$ cat config.mk
export PLATFORM = sky130hd
export DESIGN_NAME = nsq_queue
export DESIGN_NICKNAME = d
export VERILOG_FILES = /design/src/sv/nsq_pkg.sv /design/src/sv/nsq_queue.sv
export SDC_FILE = /design/constraint.sdc
export NUM_CORES = 1
export LEC_CHECK = 0
export ABC_AREA = 1
export ABC_CLOCK_PERIOD_IN_PS = 12800
export BUFFER_PORTS_ARGS = -buffer_cell sky130_fd_sc_hd__buf_2
export CORE_UTILIZATION = 52
export CTS_CLUSTER_SIZE = 12
export DETAILED_ROUTE_END_ITERATION = 12
export PLACE_DENSITY = 0.79
export SYNTH_ARGS = -nofsm -noshare
export SYNTH_HDL_FRONTEND = slang
export SYNTH_SLANG_ARGS = --single-unit
$ cat constraint.sdc
create_clock -name i_clk -period 12.8 [get_ports i_clk]
set_input_delay 1.28 -clock i_clk [delete_from_list [all_inputs] [get_ports i_clk]]
set_output_delay 1.28 -clock i_clk [all_outputs]
set_load 0.02 [all_outputs]
$ cat src/sv/nsq_pkg.sv
// Shared types, constants and helpers of the nine-slice quad layout unit.
// Used by every module of the block but nsq_checker; depends on nothing.
package nsq_pkg;

    // Field widths
    localparam int POS_W  = 16;  // Q12.4 and Q2.14 output fields
    localparam int EDGE_W = 18;  // destination edge after outset
    localparam int SRC_W  = 26;  // texture coordinate after normalization
    localparam int NUM_W  = 48;  // divider dividend and quotient
    localparam int DEN_W  = 34;  // divider divisor
    localparam int STEP_W = 5;   // divider double-step count
    localparam int APP_W  = 50;  // wide intermediate before saturation
    localparam int D_W    = 49;  // aspect correction term

    // Job queue depth between front and back
    localparam int QDEPTH = 2;

    // Divider step counts (two quotient bits per step)
    localparam logic [STEP_W-1:0] NORM_STEPS = 5'd13;
    localparam logic [STEP_W-1:0] ASP_STEPS  = 5'd24;

    // Configuration register indexes
    typedef enum logic [2:0] {
        CFG_SLICE_MODE   = 3'd0,
        CFG_ASPECT_MODE  = 3'd1,
        CFG_ALIGN_X      = 3'd2,
        CFG_ALIGN_Y      = 3'd3,
        CFG_DEST_OFS     = 3'd4,
        CFG_SRC_OFS      = 3'd5,
        CFG_OUTSET       = 3'd6,
        CFG_TEXTURE_SIZE = 3'd7
    } t_cfg_idx;

    // Mode codes
    localparam logic [1:0] SLICE_NONE = 2'd0;
    localparam logic [1:0] ASP_FIT    = 2'd1;
    localparam logic [1:0] ASP_COVER  = 2'd2;
    localparam logic [1:0] ALN_MIN    = 2'd0;
    localparam logic [1:0] ALN_MAX    = 2'd2;

    typedef struct packed {
        logic [1:0]  slice_mode;
        logic [1:0]  aspect_mode;
        logic [1:0]  align_x;
        logic [1:0]  align_y;
        logic [63:0] dest_ofs;
        logic [63:0] src_ofs;
        logic [63:0] outset;
        logic [15:0] tex_w;
        logic [15:0] tex_h;
    } t_cfg;

    // One classified layout request: outset edges and source edges
    // (source order left, top, right, bottom, before the v flip)
    typedef struct packed {
        logic signed [EDGE_W-1:0] l;
        logic signed [EDGE_W-1:0] t;
        logic signed [EDGE_W-1:0] r;
        logic signed [EDGE_W-1:0] b;
        logic [3:0][SRC_W-1:0]    s;
    } t_job;

    typedef struct packed {
        logic full;
        logic empty;
    } t_q_stat;

    typedef enum logic [2:0] {
        F_IDLE,
        F_NORM_GO,
        F_NORM_WAIT,
        F_MUL,
        F_ASPECT,
        F_DIV_WAIT,
        F_APPLY,
        F_PUSH
    } t_front_state;

    // Clamp a wide value to a signed 16-bit field
    function automatic logic signed [POS_W-1:0] sat16(input logic signed [APP_W-1:0] v);
        logic signed [POS_W-1:0] res;
        if (v > 50'sd32767) begin
            res = 16'sh7fff;
        end else if (v < -50'sd32768) begin
            res = 16'sh8000;
        end else begin
            res = v[POS_W-1:0];
        end
        return res;
    endfunction

endpackage

$ cat src/sv/nsq_queue.sv
// Short job queue between the front and the back end.
// Depends on nsq_pkg for the job type and depth.
module nsq_queue (
    input  logic              i_clk,
    input  logic              i_rst_n,
    input  logic              i_push,
    input  nsq_pkg::t_job     i_job,
    input  logic              i_pop,
    output nsq_pkg::t_job     o_job,
    output nsq_pkg::t_q_stat  o_stat
);
    localparam int PW = $clog2(nsq_pkg::QDEPTH);

    nsq_pkg::t_job r_slot [nsq_pkg::QDEPTH];
    logic [PW-1:0] r_wp, r_rp;
    logic [PW:0]   r_count;

    assign o_stat.full  = (r_count == (PW+1)'(nsq_pkg::QDEPTH));
    assign o_stat.empty = (r_count == '0);
    assign o_job        = r_slot[r_rp];

    // Store on push
    always_ff @(posedge i_clk) begin
        if (i_push) begin
            r_slot[r_wp] <= i_job;
        end
    end

    // Advance pointers
    always_ff @(posedge i_clk) begin
        if (!i_rst_n) begin
            r_wp    <= '0;
            r_rp    <= '0;
            r_count <= '0;
        end else begin
            if (i_push) r_wp <= PW'(r_wp + 1'b1);
            if (i_pop)  r_rp <= PW'(r_rp + 1'b1);
            r_count <= r_count + (PW+1)'(i_push) - (PW+1)'(i_pop);
        end
    end

endmodule

==> results.txt, run 1 <==
Worst setup path class -> reg2out
CP arrival -> 3.24 ns
Post-Syn Instances -> 581
TNS Setup -> 0 ns
Pins Over Slew Limit -> 0
DRC -> 0
Number of clock sinks -> 357
Maxcap violations -> 0
VDD IR max -> 0.000132 V
Clk slew on worst S/H paths -> 0.05 ns
Pleak -> 6.58 nW
Root Driver -> clkbuf_16
Initial core utilization -> 53.3%
Resize count post-CTS -> 0
Syn_area_per_cell -> 23.3 um^2
Total CTS buffers -> 38
Internal power -> 2.04 mW
#FFs+latches synth -> 357
Final wirelength -> 25500 um
Layout Nets -> 1146
Total global routing overflow -> 0
Switching Fraction -> 22.3%
Final min period -> 4.52 ns
Psw -> 0.584 mW
Worst Hold Class -> reg2reg
Routed vias/inst -> 5.10
Vias post-DR -> 6699
Hold Vio Cnt, Final -> 0
Rel. slew slack -> 29.3%
Routed Antenna Nets -> 0
Required @ worst endpoint -> 11.52 ns
FP Rows -> 58
Skew final -> 0.0134 ns
Fmax -> 0.221 GHz
Sequential fraction of design power -> 52.5%
CP endpoint kind -> primary output
CORE AREA -> 25300 um^2
CTS tree -> yes
Post-CTS setup repair buffer count -> 0
Non-filler cells, final -> 1313
Drt first pass iters -> 4
Crit path launch type -> flop
Status -> finished, final reports clean
Period utilization -> 35.3%
Final setup vio count -> 0
Area grow syn2layout -> 23.1%
Commonest non-fill, non-tap cells in the layout -> buf_2, edfxtp_1, mux2_4, clkbuf_16, mux2_2
Synth Warn # -> 0
Clock Latency Late Sink -> 0.50 ns
First-pass GRT wire length -> 37200 um
Mapped Area -> 13500 um^2
Clock group share of total power -> 36.1%
# IOs -> 358
Die area -> 26600 um^2
Fillcell total -> 1718
Initial antenna violation count -> 5
Vias in the first global route -> 6849
RSZ-0062 raised after global routing -> false
Unique masters post-synth -> 12
Crit Path Max Fanout -> 51
# hold bufs at CTS -> 0
Port buffer count -> 357
Tot GR Track Use -> 18.6%
Setup WS post-layout -> 8.28 ns
Routability Congestion -> 0.794
Syn_nets -> 763
Gate power share -> 11.4%
Largest net degree at the start of global routing -> 102
Commonest non-fill, non-tap cell in the layout -> buf_2
Clock buffer depth -> 3
DP Worst Slack -> 8.79 ns
HPWL Detailed -> 17500 um
Share of cells above drive strength 1 -> 60.0%
Die X -> 163 um
Initial drt markers -> 396
Register area share after synthesis -> 79.0%
WHS -> 0.505 ns
Max H-tree Level -> 2
WL/cell -> 19.5 um
Chip height -> 163 um
PwrDens -> 157 nW/um^2
Slew of the pin with the lowest slew margin -> 1.06 ns
Post-Place Cells -> 1254
[sequential cells by signal, summed over array words and instances, names as in the netlist, named ones only]
register,cells
r_rp,1
r_slot,352
r_wp,1
r_count,2
[worst max-delay path, cell delays in order (launching register included)]
cell and delay, ns:
dfxtp_4 0.57, buf_4 0.74, buf_4 0.84, mux2_4 0.36, buf_2 0.16
[kinds of logic (layout without fill, tap and decap cells)]
family          after synthesis  after routing  share of synthesized area [%]
mux                         176            176                           18.6
simple gates                 18             18                          0.509
other cells                   0              4                              0
fa+ha+maj                     2              2                          0.185
compound gates                1              1                         0.0370
flops                       357            357                           79.0
buf+inv                      27            425                           1.72
[final cells by class]
class / instances / area [um^2] / area share [%]
sequential: 357 / 10700 / 64.2
clock buffer: 44 / 995 / 5.98
tap: 330 / 413 / 2.48
clock inverter: 11 / 61.3 / 0.369
antenna: 4 / 10.0 / 0.0602
inverter: 7 / 31.3 / 0.188
multi-input combinational: 197 / 2610 / 15.7
timing repair buffer: 363 / 1830 / 11.0
[worst paths after layout]
check / slack (ns) / startpoint / endpoint / depth (start not counted)
worst max-delay path: 8.28 / flop / o_job[82] / 4
worst min-delay path: 0.50 / r_rp / r_rp / 2
worst max register to register: 10.19 / r_wp / r_slot[1][19] / 3
worst min register to register: 0.50 / r_rp / r_rp / 2
[synthesized netlist by cell type]
master	n	area, um^2
buf_6	17	191
mux2_2	36	405
edfxtp_1	352	10600
nand2_1	8	30.0
mux2_4	140	2100
buf_2	3	15.0
a21oi_1	1	5.00
nor2_1	9	33.8
inv_1	7	26.3
nand3_1	1	5.00
dfxtp_1	5	100
ha_1	2	25.0
[metal layers]
layer | wire, um | vias to the layer above | GRT usage [%]
met4 | 1030 | 0 | 9.05
met1 | 9230 | 3289 | 21.0
li1 | - | 3062 | -
met3 | 2010 | 64 | 5.26
met5 | 0 | - | 0
met2 | 13300 | 284 | 32.4
[power groups by stage]
stage | logic (mW) | clock network, mW | registers [mW]
after global placement | 0.294 | 0 | 1.40
final | 0.298 | 0.946 | 1.38
after global routing | 0.317 | 1.01 | 1.38
after CTS | 0.302 | 0.967 | 1.38
after floorplan | 0.204 | 0 | 1.40
after detailed placement | 0.301 | 0 | 1.40
[stage by stage]
step	power [mW]	utilization [%]	cell area [um^2]
global route	2.71	65.7	16600
finish	2.62	65.7	16600
global placement	1.69	61.5	15600
CTS	2.65	65.6	16600
floorplan	1.61	-	13500
detailed placement	1.70	61.5	15600
(Power assumes the default switching activity.)
==> run 2, diff against run 1 <==
--- a/config.mk
+++ b/config.mk
@@ -6,12 +6,12 @@
 export NUM_CORES = 1
 export LEC_CHECK = 0
 export ABC_AREA = 1
-export ABC_CLOCK_PERIOD_IN_PS = 12800
+export ABC_CLOCK_PERIOD_IN_PS = 4010
 export BUFFER_PORTS_ARGS = -buffer_cell sky130_fd_sc_hd__buf_2
-export CORE_UTILIZATION = 52
+export CORE_UTILIZATION = 47
 export CTS_CLUSTER_SIZE = 12
 export DETAILED_ROUTE_END_ITERATION = 12
-export PLACE_DENSITY = 0.79
+export PLACE_DENSITY = 0.75
 export SYNTH_ARGS = -nofsm -noshare
 export SYNTH_HDL_FRONTEND = slang
 export SYNTH_SLANG_ARGS = --single-unit
==> constraint.sdc (replaced) <==
create_clock -name i_clk -period 4.01 [get_ports i_clk]
set_input_delay 0.401 -clock i_clk [delete_from_list [all_inputs] [get_ports i_clk]]
set_output_delay 0.401 -clock i_clk [all_outputs]
set_load 0.02 [all_outputs]
==> run 2 against run 1 <==
Net effect:
- worst hold slack lost 0.42 ns
- utilization shrank 5.3 points
- critical path depth shrank 1
- flip-flop and latch count is the same
- power grew to 3.3 times the previous value
- first-iteration DRC count grew 26%
- global-route usage shrank 1.4 points
- register-to-register slack lost 8.5 ns
- worst setup slack lost 7.1 ns
- count of clock-buffer cells in the layout grew 7
- clock power grew to 3.3 times the previous value
- sequential power grew to 3.2 times the previous value
- highest routed layer is now met5
==> results.txt, run 2 (synthesis results as in run 1) <==
Reg area -> 10700 um^2
Required @ worst endpoint -> 3.61 ns
Initial drt markers -> 500
Clock buffer depth -> 3
Fillcell total -> 2071
Worst setup path class -> reg2out
Critical-path cell list -> buf_4, mux2_4, buf_2
Hold Vio Cnt, Final -> 0
Drt first pass iters -> 4
Chip height -> 172 um
PwrDens -> 503 nW/um^2
Commonest non-fill, non-tap cells in the layout -> buf_2, edfxtp_1, mux2_4, clkbuf_16, mux2_2
Maxcap violations -> 0
WHS -> 0.0819 ns
FP Rows -> 61
Clk slew on worst S/H paths -> 0.06 ns
Vias post-DR -> 6699
Final min period -> 2.80 ns
RSZ-0062 raised after global routing -> false
Slew of the pin with the lowest slew margin -> 0.969 ns
First-pass GRT wire length -> 37700 um
Number of clock sinks -> 357
Initial core utilization -> 48.2%
VDD IR max -> 0.000329 V
Root Driver -> clkbuf_16
Register with the most flip-flops -> r_slot
Routed Antenna Nets -> 0
Rel. slew slack -> 35.3%
TNS Setup -> 0 ns
Layout Nets -> 1160
Fmax -> 0.358 GHz
# hold bufs at CTS -> 0
Pleak -> 6.69 nW
Max H-tree Level -> 2
Status -> finished, final reports clean
Routability Congestion -> 0.785
# IOs -> 358
CP endpoint kind -> primary output
R2R Setup Slk -> 1.71 ns
HPWL Detailed -> 18100 um
Port buffer count -> 357
Post-CTS setup repair buffer count -> 0
Worst Hold Class -> in2reg
Multi-input logic area -> 2610 um^2
R2r startpoint -> r_wp
Clock Latency Late Sink -> 0.50 ns
Critical Path Max Stage Delay -> 0.91 ns
Resize count post-CTS -> 0
Period utilization -> 69.7%
Final wirelength -> 26200 um
Initial antenna violation count -> 5
Commonest non-fill, non-tap cell in the layout -> buf_2
Share of cells above drive strength 1 -> 60.0%
Total CTS buffers -> 38
CTS tree -> yes
Area grow syn2layout -> 25.2%
Vias in the first global route -> 7036
Final setup vio count -> 0
Die X -> 172 um
Tot GR Track Use -> 17.2%
Largest net degree at the start of global routing -> 96
Die area -> 29400 um^2
Hold path startpoint -> i_job[160]
Crit Path Max Fanout -> 47
CORE AREA -> 28000 um^2
DRC -> 0
Total global routing overflow -> 0
WL/cell -> 19.0 um
Worst path slowest cell -> dfxtp_4
Regs by FF count -> r_slot x352, r_count x2
Crit path launch type -> flop
Total power -> 8.51 mW
Pins Over Slew Limit -> 0
Skew final -> 0.00772 ns
Max reg flops -> 352
CP arrival -> 2.39 ns
Routed vias/inst -> 4.85
==> run 2: power by group <==
| group | switching, mW | internal, mW |
|---|---|---|
| logic | 0.540 | 0.433 |
| clock network | 1.29 | 1.85 |
| registers | 0.0669 | 4.33 |
==> run 2: worst paths after layout <==
check / to / cells past startpoint
worst min-delay path: r_slot[1][160] / 1
worst min register to register: flop / 2
worst max-delay path: o_job[117] / 3
worst max register to register: r_slot[1][46] / 3
==> run 2: per-layer routing <==
metal	track usage (%)	up-vias	share of wire [%]
met5	0	-	0.13
met4	7.22	6	2.8
met3	5.22	61	7.8
met2	31.2	234	53
met1	18.4	3298	36
li1	-	3100	-
==> run 2: cell type report <==
class	instances	area share, %
Multi-Input combinational cell	197	15.5
Clock inverter	12	0.474
Sequential cell	357	63.1
Tap cell	378	2.80
Timing Repair Buffer	377	11.8
Inverter	7	0.178
Antenna cell	3	0.0444
Clock buffer	51	6.10
==> run 2: through the flow <==
step	setup slack, ns	cells	instance area [um^2]	utilization (%)
2_1_floorplan	0.499	581	13500	-
3_3_place_gp	1.59	1316	15800	56.4
3_5_place_dp	1.57	1316	15800	56.4
4_1_cts	1.15	1379	16900	60.3
5_1_grt	1.09	1380	16900	60.3
6_report	1.21	1382	16900	60.4
==> run 2: worst max-delay path, delay by kind of cell (launching register included) <==
family | cells | cell delay (ns)
DFF | 1 | 0.91
buffers and inverters | 2 | 0.61
muxes | 1 | 0.34
