**src/sv/nsq_pkg.sv**
```systemverilog
// Shared types, constants and helpers of the nine-slice quad layout unit.
// Used by every module of the block but nsq_checker; depends on nothing.
package nsq_pkg;

    // Field widths
    localparam int POS_W  = 16;  // Q12.4 and Q2.14 output fields
    localparam int EDGE_W = 18;  // destination edge after outset
    localparam int SRC_W  = 26;  // texture coordinate after normalization
    localparam int NUM_W  = 48;  // divider dividend and quotient
    localparam int DEN_W  = 34;  // divider divisor
    localparam int STEP_W = 5;   // divider double-step count
    localparam int APP_W  = 50;  // wide intermediate before saturation
    localparam int D_W    = 49;  // aspect correction term

    // Job queue depth between front and back
    localparam int QDEPTH = 2;

    // Divider step counts (two quotient bits per step)
    localparam logic [STEP_W-1:0] NORM_STEPS = 5'd13;
    localparam logic [STEP_W-1:0] ASP_STEPS  = 5'd24;

    // Configuration register indexes
    typedef enum logic [2:0] {
        CFG_SLICE_MODE   = 3'd0,
        CFG_ASPECT_MODE  = 3'd1,
        CFG_ALIGN_X      = 3'd2,
        CFG_ALIGN_Y      = 3'd3,
        CFG_DEST_OFS     = 3'd4,
        CFG_SRC_OFS      = 3'd5,
        CFG_OUTSET       = 3'd6,
        CFG_TEXTURE_SIZE = 3'd7
    } t_cfg_idx;

    // Mode codes
    localparam logic [1:0] SLICE_NONE = 2'd0;
    localparam logic [1:0] ASP_FIT    = 2'd1;
    localparam logic [1:0] ASP_COVER  = 2'd2;
    localparam logic [1:0] ALN_MIN    = 2'd0;
    localparam logic [1:0] ALN_MAX    = 2'd2;

    typedef struct packed {
        logic [1:0]  slice_mode;
        logic [1:0]  aspect_mode;
        logic [1:0]  align_x;
        logic [1:0]  align_y;
        logic [63:0] dest_ofs;
        logic [63:0] src_ofs;
        logic [63:0] outset;
        logic [15:0] tex_w;
        logic [15:0] tex_h;
    } t_cfg;

    // One classified layout request: outset edges and source edges
    // (source order left, top, right, bottom, before the v flip)
    typedef struct packed {
        logic signed [EDGE_W-1:0] l;
        logic signed [EDGE_W-1:0] t;
        logic signed [EDGE_W-1:0] r;
        logic signed [EDGE_W-1:0] b;
        logic [3:0][SRC_W-1:0]    s;
    } t_job;

    typedef struct packed {
        logic full;
        logic empty;
    } t_q_stat;

    typedef enum logic [2:0] {
        F_IDLE,
        F_NORM_GO,
        F_NORM_WAIT,
        F_MUL,
        F_ASPECT,
        F_DIV_WAIT,
        F_APPLY,
        F_PUSH
    } t_front_state;

    // Clamp a wide value to a signed 16-bit field
    function automatic logic signed [POS_W-1:0] sat16(input logic signed [APP_W-1:0] v);
        logic signed [POS_W-1:0] res;
        if (v > 50'sd32767) begin
            res = 16'sh7fff;
        end else if (v < -50'sd32768) begin
            res = 16'sh8000;
        end else begin
            res = v[POS_W-1:0];
        end
        return res;
    endfunction

endpackage

```
**src/sv/nsq_div.sv**
```systemverilog
// Iterative unsigned restoring divider, two quotient bits per cycle.
// Depends on nsq_pkg for widths.
module nsq_div (
    input  logic                        i_clk,
    input  logic                        i_rst_n,
    input  logic                        i_start,
    input  logic [nsq_pkg::NUM_W-1:0]   i_dividend,
    input  logic [nsq_pkg::DEN_W-1:0]   i_divisor,
    input  logic [nsq_pkg::STEP_W-1:0]  i_steps,
    output logic                        o_done,
    output logic [nsq_pkg::NUM_W-1:0]   o_quot
);
    localparam int NW = nsq_pkg::NUM_W;
    localparam int DW = nsq_pkg::DEN_W;

    logic [DW-1:0]                r_rem;
    logic [DW-1:0]                r_den;
    logic [NW-1:0]                r_quo;
    logic [nsq_pkg::STEP_W-1:0]   r_cnt;
    logic                         r_busy;
    logic                         r_done;
    logic [DW:0]                  t1;
    logic [DW:0]                  t2;
    logic [DW-1:0]                rem1;
    logic [DW-1:0]                n_rem;
    logic [NW-1:0]                n_quo;
    logic                         bit1;
    logic                         bit2;

    // Two compare-subtract steps
    always_comb begin
        t1   = {r_rem, r_quo[NW-1]};
        bit1 = (t1 >= {1'b0, r_den});
        rem1 = bit1 ? DW'(t1 - {1'b0, r_den}) : t1[DW-1:0];
        t2   = {rem1, r_quo[NW-2]};
        bit2 = (t2 >= {1'b0, r_den});
        n_rem = bit2 ? DW'(t2 - {1'b0, r_den}) : t2[DW-1:0];
        n_quo = {r_quo[NW-3:0], bit1, bit2};
    end

    // Load on start, iterate while busy
    always_ff @(posedge i_clk) begin
        if (!i_rst_n) begin
            r_busy <= 1'b0;
            r_done <= 1'b0;
        end else begin
            r_done <= 1'b0;
            if (i_start) begin
                r_busy <= 1'b1;
                r_rem  <= '0;
                r_quo  <= i_dividend;
                r_den  <= i_divisor;
                r_cnt  <= i_steps;
            end else if (r_busy) begin
                r_rem <= n_rem;
                r_quo <= n_quo;
                r_cnt <= r_cnt - 1'b1;
                if (r_cnt == 5'd1) begin
                    r_busy <= 1'b0;
                    r_done <= 1'b1;
                end
            end
        end
    end

    assign o_done = r_done;
    assign o_quot = r_quo;

endmodule

```
**src/sv/nsq_front.sv**
```systemverilog
// Front end: accepts layout requests, applies the outset, normalizes the
// source and applies the aspect rule. Depends on nsq_pkg and nsq_div.
module nsq_front (
    input  logic                 i_clk,
    input  logic                 i_rst_n,
    input  nsq_pkg::t_cfg        i_cfg,
    input  logic                 i_tvalid,
    output logic                 o_tready,
    input  logic [127:0]         i_tdata,
    input  logic                 i_tuser,
    input  nsq_pkg::t_q_stat     i_q_stat,
    output logic                 o_push,
    output nsq_pkg::t_job        o_job
);
    localparam int EW = nsq_pkg::EDGE_W;
    localparam int SW = nsq_pkg::SRC_W;
    localparam int AW = nsq_pkg::APP_W;

    nsq_pkg::t_front_state r_state, n_state;
    nsq_pkg::t_job         r_job;
    logic [1:0]            r_k;
    logic [nsq_pkg::DEN_W-1:0] r_cx, r_cy;
    logic                  r_axis_y;
    logic signed [nsq_pkg::D_W-1:0] r_d;

    logic        accept;
    logic        need_aspect;
    logic [15:0] tw_e, th_e;
    logic        div_start;
    logic [nsq_pkg::NUM_W-1:0]  div_dividend;
    logic [nsq_pkg::DEN_W-1:0]  div_divisor;
    logic [nsq_pkg::STEP_W-1:0] div_steps;
    logic        div_done;
    logic [nsq_pkg::NUM_W-1:0]  div_quot;
    logic [SW-1:0] raw, prod, mag, q26;
    logic        neg;
    logic signed [EW:0] dx, dy;
    logic [EW-1:0] dw, dh;
    logic        fit, x_scale, y_scale;
    logic [nsq_pkg::DEN_W-1:0] den;
    logic signed [AW-1:0] d50, dhalf, lead, trail, a0, a1, a2, a3;
    nsq_pkg::t_front_state start_state;

    assign accept      = i_tvalid && o_tready;
    assign need_aspect = (i_cfg.slice_mode == nsq_pkg::SLICE_NONE) &&
                         (i_cfg.aspect_mode == nsq_pkg::ASP_FIT ||
                          i_cfg.aspect_mode == nsq_pkg::ASP_COVER);
    assign tw_e = (i_cfg.tex_w == 16'd0) ? 16'd1 : i_cfg.tex_w;
    assign th_e = (i_cfg.tex_h == 16'd0) ? 16'd1 : i_cfg.tex_h;

    // Normalization operand of the current source edge
    always_comb begin
        raw  = r_job.s[r_k];
        neg  = raw[SW-1];
        prod = {raw[15:0], 10'b0};
        mag  = neg ? SW'(-prod) : prod;
        q26  = div_quot[SW-1:0];
    end

    // Aspect compare
    always_comb begin
        dx = (EW+1)'(r_job.r) - (EW+1)'(r_job.l);
        dy = (EW+1)'(r_job.b) - (EW+1)'(r_job.t);
        dw = dx[EW] ? EW'(-dx) : dx[EW-1:0];
        dh = dy[EW] ? EW'(-dy) : dy[EW-1:0];
        fit     = (i_cfg.aspect_mode == nsq_pkg::ASP_FIT);
        x_scale = fit ? (r_cx <= r_cy) : (r_cx >= r_cy);
        y_scale = fit ? (r_cy <= r_cx) : (r_cy >= r_cx);
        den     = x_scale ? r_cx : r_cy;
    end

    // Correction terms per edge; halve toward zero
    always_comb begin
        logic [1:0] aln;
        aln   = r_axis_y ? i_cfg.align_y : i_cfg.align_x;
        d50   = AW'(r_d);
        dhalf = (d50 < 0) ? -((-d50) >>> 1) : (d50 >>> 1);
        lead  = (aln == nsq_pkg::ALN_MAX) ? d50 :
                (aln == nsq_pkg::ALN_MIN) ? '0 : dhalf;
        trail = (aln == nsq_pkg::ALN_MIN) ? d50 :
                (aln == nsq_pkg::ALN_MAX) ? '0 : dhalf;
        a0 = AW'($signed(r_job.s[0])) - (r_axis_y ? AW'(0) : lead);
        a2 = AW'($signed(r_job.s[2])) + (r_axis_y ? AW'(0) : trail);
        a3 = AW'($signed(r_job.s[3])) + (r_axis_y ? lead  : AW'(0));
        a1 = AW'($signed(r_job.s[1])) - (r_axis_y ? trail : AW'(0));
    end

    // Next state
    always_comb begin
        start_state = !i_tuser ? nsq_pkg::F_NORM_GO :
                      need_aspect ? nsq_pkg::F_MUL : nsq_pkg::F_PUSH;
        n_state = r_state;
        unique case (r_state)
            nsq_pkg::F_IDLE:      if (accept) n_state = start_state;
            nsq_pkg::F_NORM_GO:   n_state = nsq_pkg::F_NORM_WAIT;
            nsq_pkg::F_NORM_WAIT: begin
                if (div_done) begin
                    if (r_k == 2'd3) begin
                        n_state = need_aspect ? nsq_pkg::F_MUL : nsq_pkg::F_PUSH;
                    end else begin
                        n_state = nsq_pkg::F_NORM_GO;
                    end
                end
            end
            nsq_pkg::F_MUL:       n_state = nsq_pkg::F_ASPECT;
            nsq_pkg::F_ASPECT: begin
                if (x_scale && y_scale) begin
                    n_state = nsq_pkg::F_PUSH;
                end else if (den == '0) begin
                    n_state = nsq_pkg::F_APPLY;
                end else begin
                    n_state = nsq_pkg::F_DIV_WAIT;
                end
            end
            nsq_pkg::F_DIV_WAIT:  if (div_done) n_state = nsq_pkg::F_APPLY;
            nsq_pkg::F_APPLY:     n_state = nsq_pkg::F_PUSH;
            nsq_pkg::F_PUSH: begin
                if (!i_q_stat.full) begin
                    n_state = accept ? start_state : nsq_pkg::F_IDLE;
                end
            end
            default:              n_state = nsq_pkg::F_IDLE;
        endcase
    end

    // Handshake and divider control
    always_comb begin
        o_tready     = (r_state == nsq_pkg::F_IDLE) ||
                       (r_state == nsq_pkg::F_PUSH && !i_q_stat.full);
        o_push       = (r_state == nsq_pkg::F_PUSH) && !i_q_stat.full;
        div_start    = 1'b0;
        div_dividend = {mag, 22'b0};
        div_divisor  = nsq_pkg::DEN_W'(r_k[0] ? th_e : tw_e);
        div_steps    = nsq_pkg::NORM_STEPS;
        unique case (r_state)
            nsq_pkg::F_NORM_GO: div_start = 1'b1;
            nsq_pkg::F_ASPECT: begin
                div_start    = !(x_scale && y_scale) && (den != '0);
                div_dividend = {(x_scale ? r_cy : r_cx), 14'b0};
                div_divisor  = den;
                div_steps    = nsq_pkg::ASP_STEPS;
            end
            default: ;
        endcase
    end

    always_ff @(posedge i_clk) begin
        if (!i_rst_n) begin
            r_state <= nsq_pkg::F_IDLE;
        end else begin
            r_state <= n_state;
        end
    end

    // Datapath
    always_ff @(posedge i_clk) begin
        if (accept) begin
            r_job.l <= EW'($signed(i_tdata[15:0]))   - EW'(i_cfg.outset[15:0]);
            r_job.t <= EW'($signed(i_tdata[31:16]))  - EW'(i_cfg.outset[31:16]);
            r_job.r <= EW'($signed(i_tdata[47:32]))  + EW'(i_cfg.outset[47:32]);
            r_job.b <= EW'($signed(i_tdata[63:48]))  + EW'(i_cfg.outset[63:48]);
            r_job.s[0] <= SW'($signed(i_tdata[79:64]));
            r_job.s[1] <= SW'($signed(i_tdata[95:80]));
            r_job.s[2] <= SW'($signed(i_tdata[111:96]));
            r_job.s[3] <= SW'($signed(i_tdata[127:112]));
            r_k <= 2'd0;
        end else begin
            unique case (r_state)
                nsq_pkg::F_NORM_WAIT: begin
                    if (div_done) begin
                        r_job.s[r_k] <= neg ? SW'(-q26) : q26;
                        r_k <= r_k + 2'd1;
                    end
                end
                nsq_pkg::F_MUL: begin
                    r_cx <= nsq_pkg::DEN_W'(dw * th_e);
                    r_cy <= nsq_pkg::DEN_W'(dh * tw_e);
                end
                nsq_pkg::F_ASPECT: begin
                    r_axis_y <= x_scale;
                    r_d      <= 49'sh100_0000_0000;
                end
                nsq_pkg::F_DIV_WAIT: begin
                    if (div_done) begin
                        r_d <= $signed({1'b0, div_quot}) - 49'sd16384;
                    end
                end
                nsq_pkg::F_APPLY: begin
                    r_job.s[0] <= SW'(nsq_pkg::sat16(a0));
                    r_job.s[1] <= SW'(nsq_pkg::sat16(a1));
                    r_job.s[2] <= SW'(nsq_pkg::sat16(a2));
                    r_job.s[3] <= SW'(nsq_pkg::sat16(a3));
                end
                default: ;
            endcase
        end
    end

    assign o_job = r_job;

    nsq_div u_div (
        .i_clk      (i_clk),
        .i_rst_n    (i_rst_n),
        .i_start    (div_start),
        .i_dividend (div_dividend),
        .i_divisor  (div_divisor),
        .i_steps    (div_steps),
        .o_done     (div_done),
        .o_quot     (div_quot)
    );

endmodule

```
**config.mk**
```make
export PLATFORM = sky130hd
export DESIGN_NAME = nsq_front
export DESIGN_NICKNAME = d
export VERILOG_FILES = /design/src/sv/nsq_pkg.sv /design/src/sv/nsq_div.sv /design/src/sv/nsq_front.sv
export SDC_FILE = /design/constraint.sdc
export NUM_CORES = 2
export LEC_CHECK = 0
export ABC_AREA = 1
export BUFFER_PORTS_ARGS = -buffer_cell sky130_fd_sc_hd__buf_2
export CAP_MARGIN = 20
export CORE_UTILIZATION = 31
export CTS_CLUSTER_SIZE = 30
export DETAILED_ROUTE_END_ITERATION = 10
export PLACE_DENSITY = 0.56
export SYNTH_ARGS = -nofsm -noshare
export SYNTH_HDL_FRONTEND = slang
export SYNTH_HIERARCHICAL = 1
export SYNTH_SLANG_ARGS = --single-unit
```
**constraint.sdc**
```tcl
create_clock -name i_clk -period 26.4 [get_ports i_clk]
set_input_delay 6.6 -clock i_clk [delete_from_list [all_inputs] [get_ports i_clk]]
set_output_delay 6.6 -clock i_clk [all_outputs]
set_load 0.01 [all_outputs]
```
==> run summary <==
The flow ran to the end, and the final reports show no timing, DRC or antenna violations. The number of max-capacitance violations reported was 0; the number of enable-type register cells in the synthesized netlist was 415. Among all stages on the critical path, the largest delay is contributed by sky130_fd_sc_hd__o21ai_0. In the final routing, the length of wire on met1 measures 122900 µm.

Die outline height: 480.5 µm. Count of cell types in the netlist: 67. Tracing the worst setup path back leads to its startpoint at i_q_stat[1]. Area of the core: 227500 µm².

Hold is met by 521.0 ps. The count of final max-slew check failures was 0. Measured in cells, the most critical reg-to-reg path has a length of 39. The total clock sinks is 422, and the final setup TNS is 0 ps. The floorplan step defined a die boundary enclosing 230900 µm². Derived from the worst setup path, the maximum achievable clock frequency is 69.13 MHz. Before antenna repair, the detailed router went through 8 iterations. The total global-route track usage came out at 0.2451. The detail route stage leaves a number of antenna-violating nets equal to 0. In this design, the critical path's most frequently occurring cell is sky130_fd_sc_hd__buf_2. For hold timing, the worst endpoint is u_div/o_done$_SDFF_PP0_.

Along the worst path, the maximum fanout reaches 3. The highest metal layer with signal wires is met5. Detailed placement ended at an HPWL of 240500 µm. The total of flip-flops plus latches after synthesis works out to 422.

The clock transition at the registers of the reported paths works out to 60 ps. The setup slack of the worst register-to-register path is 16500 ps. The logs give 12600 µm² for the area taken by flip-flops and latches and 0 for the remaining global-route overflow.

Fraction of registers with async set/reset: 0. The worst path needs 14470 ps of the cycle, external delays included. DRC violation total after the first TritonRoute iteration: 6605. For the initial antenna violation count, the log shows 40.

The routed design has 289800 µm of wire. The transition at the pin with the smallest max-transition slack was 1261 ps; the number of buffers inserted during clock tree synthesis was 55. The relative slew slack came out at 0.1588. The signal on the critical path passes through buf_2 -> o21ai_0 -> buf_2. The floorplan step set the die width to 480.5 µm. In the final layout, the multi-input gates occupy 50670 µm². The share of synthesized area occupied by flip-flops and latches was 0.1776. The fraction of layout instances using a drive strength above 1 was 0.07151; the number of cells after detailed placement was 14049. After the last flow step, the layout net total stands at 12551.

At the worst endpoint, the arrival time is 7870 ps. The tools report the clock latency at the later pin of the worst-skew pair as 720 ps. After detailed routing, the met3 layer carries 24550 µm of wire.

The share of the clock period used by the worst path was 0.5479. For the worst setup path, the data required time is 19800 ps. The largest clock skew in the final design was 25.97 ps; the initial standard-cell utilization of the core was 0.3120.

The final route contains 71454 vias. The cts-stage hold buffer count is 0. The area growth from synthesis to layout is 10.51%. Counting instances, the worst hold path has a depth of 2.

The kind of critical path is in -> out. The count of synthesis-stage warnings from yosys came out at 6. Startpoint of the worst-slack reg-to-reg timing path: o_job[104]$_DFFE_PP_. Counting along the longest clock path gives a buffer depth of 3. The type of element launching the critical path is an input port.

The post-synthesis instance total is 10796. The last weighted congestion value of the routability-driven placer was 1.043; the utilization after layout was 0.3448. The H-tree was split into 2 levels. 544 I/O pins were placed. The number of resized instances in the post-cts repair step came out at 0.

The synthesized cell area was 70970 µm². Worst reg2reg path endpoint: r_cy[28]$_DFFE_PP_. The tools report the DRC violation count after routing as 0. The type of the tightest min-delay check is reg -> reg. In the final routed layout, each cell accounts on average for 20.45 µm. The clock root buffer was sky130_fd_sc_hd__clkbuf_16.

Wire length of the first global-routing pass: 426300 µm. The quantity of I/O buffers inserted on ports is 414. The final cell count without fillers is 14166, and the average cell area after synthesis is 6.574 µm². The post-CTS repair timing setup buffer count was 0; the number of global-route vias before repair was 68087.

The tools report the largest net degree at the start of global routing as 85. After detailed routing, the number of vias per cell comes to 5.044. The worst min-delay path startpoint is u_div/r_busy$_SDFF_PN0_. Setup repair after global routing left no endpoint under its margin. TritonCTS built the clock tree. Peak per-stage delay on the critical path: 830 ps. Setup violations remaining at the end of the flow were counted as 0. The leading register cell type out of synthesis was sky130_fd_sc_hd__edfxtp_1. The cell row count was 175; the detailed-routed wire length on met2 was 128900 µm.

STA classifies the critical path endpoint as a primary output. The logs give 0 for the number of failing hold endpoints at the final stage and 25218 for the number of filler cells placed in the layout.
## kinds of logic (layout without fill, tap and decap cells)
| group | after synthesis | in the layout | synth area share |
|---|---|---|---|
| DFF | 422 | 422 | 0.1776 |
| muxes | 2 | 2 | 0.0002997 |
| adders and majority gates | 1085 | 1085 | 0.2395 |
| other | 2 | 27 | 0.0001058 |
| AOI/OAI and AO/OA | 1430 | 1430 | 0.1094 |
| xor gates and xnor gates | 368 | 368 | 0.04610 |
| buffers and inverters | 2097 | 2433 | 0.1123 |
| and+or+nand+nor | 5390 | 5390 | 0.3147 |
## critical path: cells and delay by family
kind | cells | cell delay [ps]
AOI/OAI and AO/OA | 1 | 830
buffers and inverters | 2 | 430
## cells in the mapped netlist, types with 39 or more instances
library cell / number / area share
sky130_fd_sc_hd__nand2_1: 2940 / 0.16
sky130_fd_sc_hd__inv_1: 1825 / 0.097
sky130_fd_sc_hd__nor2_1: 1382 / 0.073
sky130_fd_sc_hd__a21oi_1: 654 / 0.046
sky130_fd_sc_hd__ha_1: 629 / 0.11
sky130_fd_sc_hd__nand3_1: 521 / 0.037
sky130_fd_sc_hd__o21ai_0: 506 / 0.036
sky130_fd_sc_hd__fa_1: 456 / 0.13
sky130_fd_sc_hd__edfxtp_1: 415 / 0.18
sky130_fd_sc_hd__xor2_1: 254 / 0.031
sky130_fd_sc_hd__clkbuf_1: 194 / 0.010
sky130_fd_sc_hd__nand4_1: 158 / 0.014
sky130_fd_sc_hd__nor3_1: 119 / 0.0084
sky130_fd_sc_hd__xnor2_1: 109 / 0.013
sky130_fd_sc_hd__or2_2: 87 / 0.0077
sky130_fd_sc_hd__o21bai_1: 53 / 0.0056
sky130_fd_sc_hd__nand3b_1: 39 / 0.0041
## area by class of cell
class | count | area share
well taps | 3009 | 0.04800
repair buffers | 472 | 0.03272
flip-flops and latches | 422 | 0.1607
clock buffers | 64 | 0.01798
clock inverters | 39 | 0.005185
diodes | 11 | 0.0003510
inverters | 1858 | 0.08898
multi-input cells | 8291 | 0.6461
## layer usage
layer,up-vias,GRT usage
met1,33216,0.3238
li1,34884,-
met5,-,0
met2,2821,0.3942
met4,24,0.1043
met3,509,0.03946
## through the flow
stage | cell area, µm² | setup slack (ps)
2_1_floorplan | 71020 | 12810
3_3_place_gp | 76480 | 11880
3_5_place_dp | 76530 | 11890
4_1_cts | 78350 | 11880
5_1_grt | 78430 | 11960
6_report | 78430 | 11930
## flip-flops by register name, indices dropped and copies added, names as in the netlist
name / count
u_div/r_rem: 34
r_cx: 34
r_cy: 34
o_job: 176
r_axis_y: 1
u_div/r_den: 34
u_div/r_cnt: 5
r_d: 49
r_k: 2
u_div/o_done: 1
u_div/r_busy: 1
r_state: 3
u_div/o_quot: 48
## cell usage in the layout (no fill, tap or decap), drive strengths merged, types with 7 or more instances in the layout
cell type	synthesis	routed
a21boi	16	16
a211oi	7	7
edfxtp	415	415
a32oi	11	11
o21a	17	17
buf	45	472
or2	92	92
xor2	259	259
o21bai	54	54
a21o	21	21
ha	629	629
clkinv	6	26
a32o	8	8
a21oi	656	656
o211ai	29	29
nor4	24	24
inv	1852	1862
nor3b	7	7
a31oi	37	37
and2	19	19
nand4	158	158
nor3	123	123
diode	0	11
o31ai	9	9
nor2	1414	1414
conb	2	16
clkbuf	194	64
nand2	2972	2972
dfxtp	7	7
o22ai	14	14
nand3	533	533
o21ai	532	532
nand3b	39	39
xnor2	109	109
fa	456	456
## how the worst max path moves through the flow
stage	endpoint	slack [ps]	cells past startpoint
after floorplan	u_div/r_busy$_SDFF_PN0_	12810	20
final	o_tready	11930	3
after global placement	o_tready	11880	3
after detailed placement	o_tready	11890	3
after global routing	o_tready	11960	3
after CTS	o_tready	11880	3
Power is not shown: default switching activity piles up to over one toggle a cycle in this logic, so the estimate is an artifact.
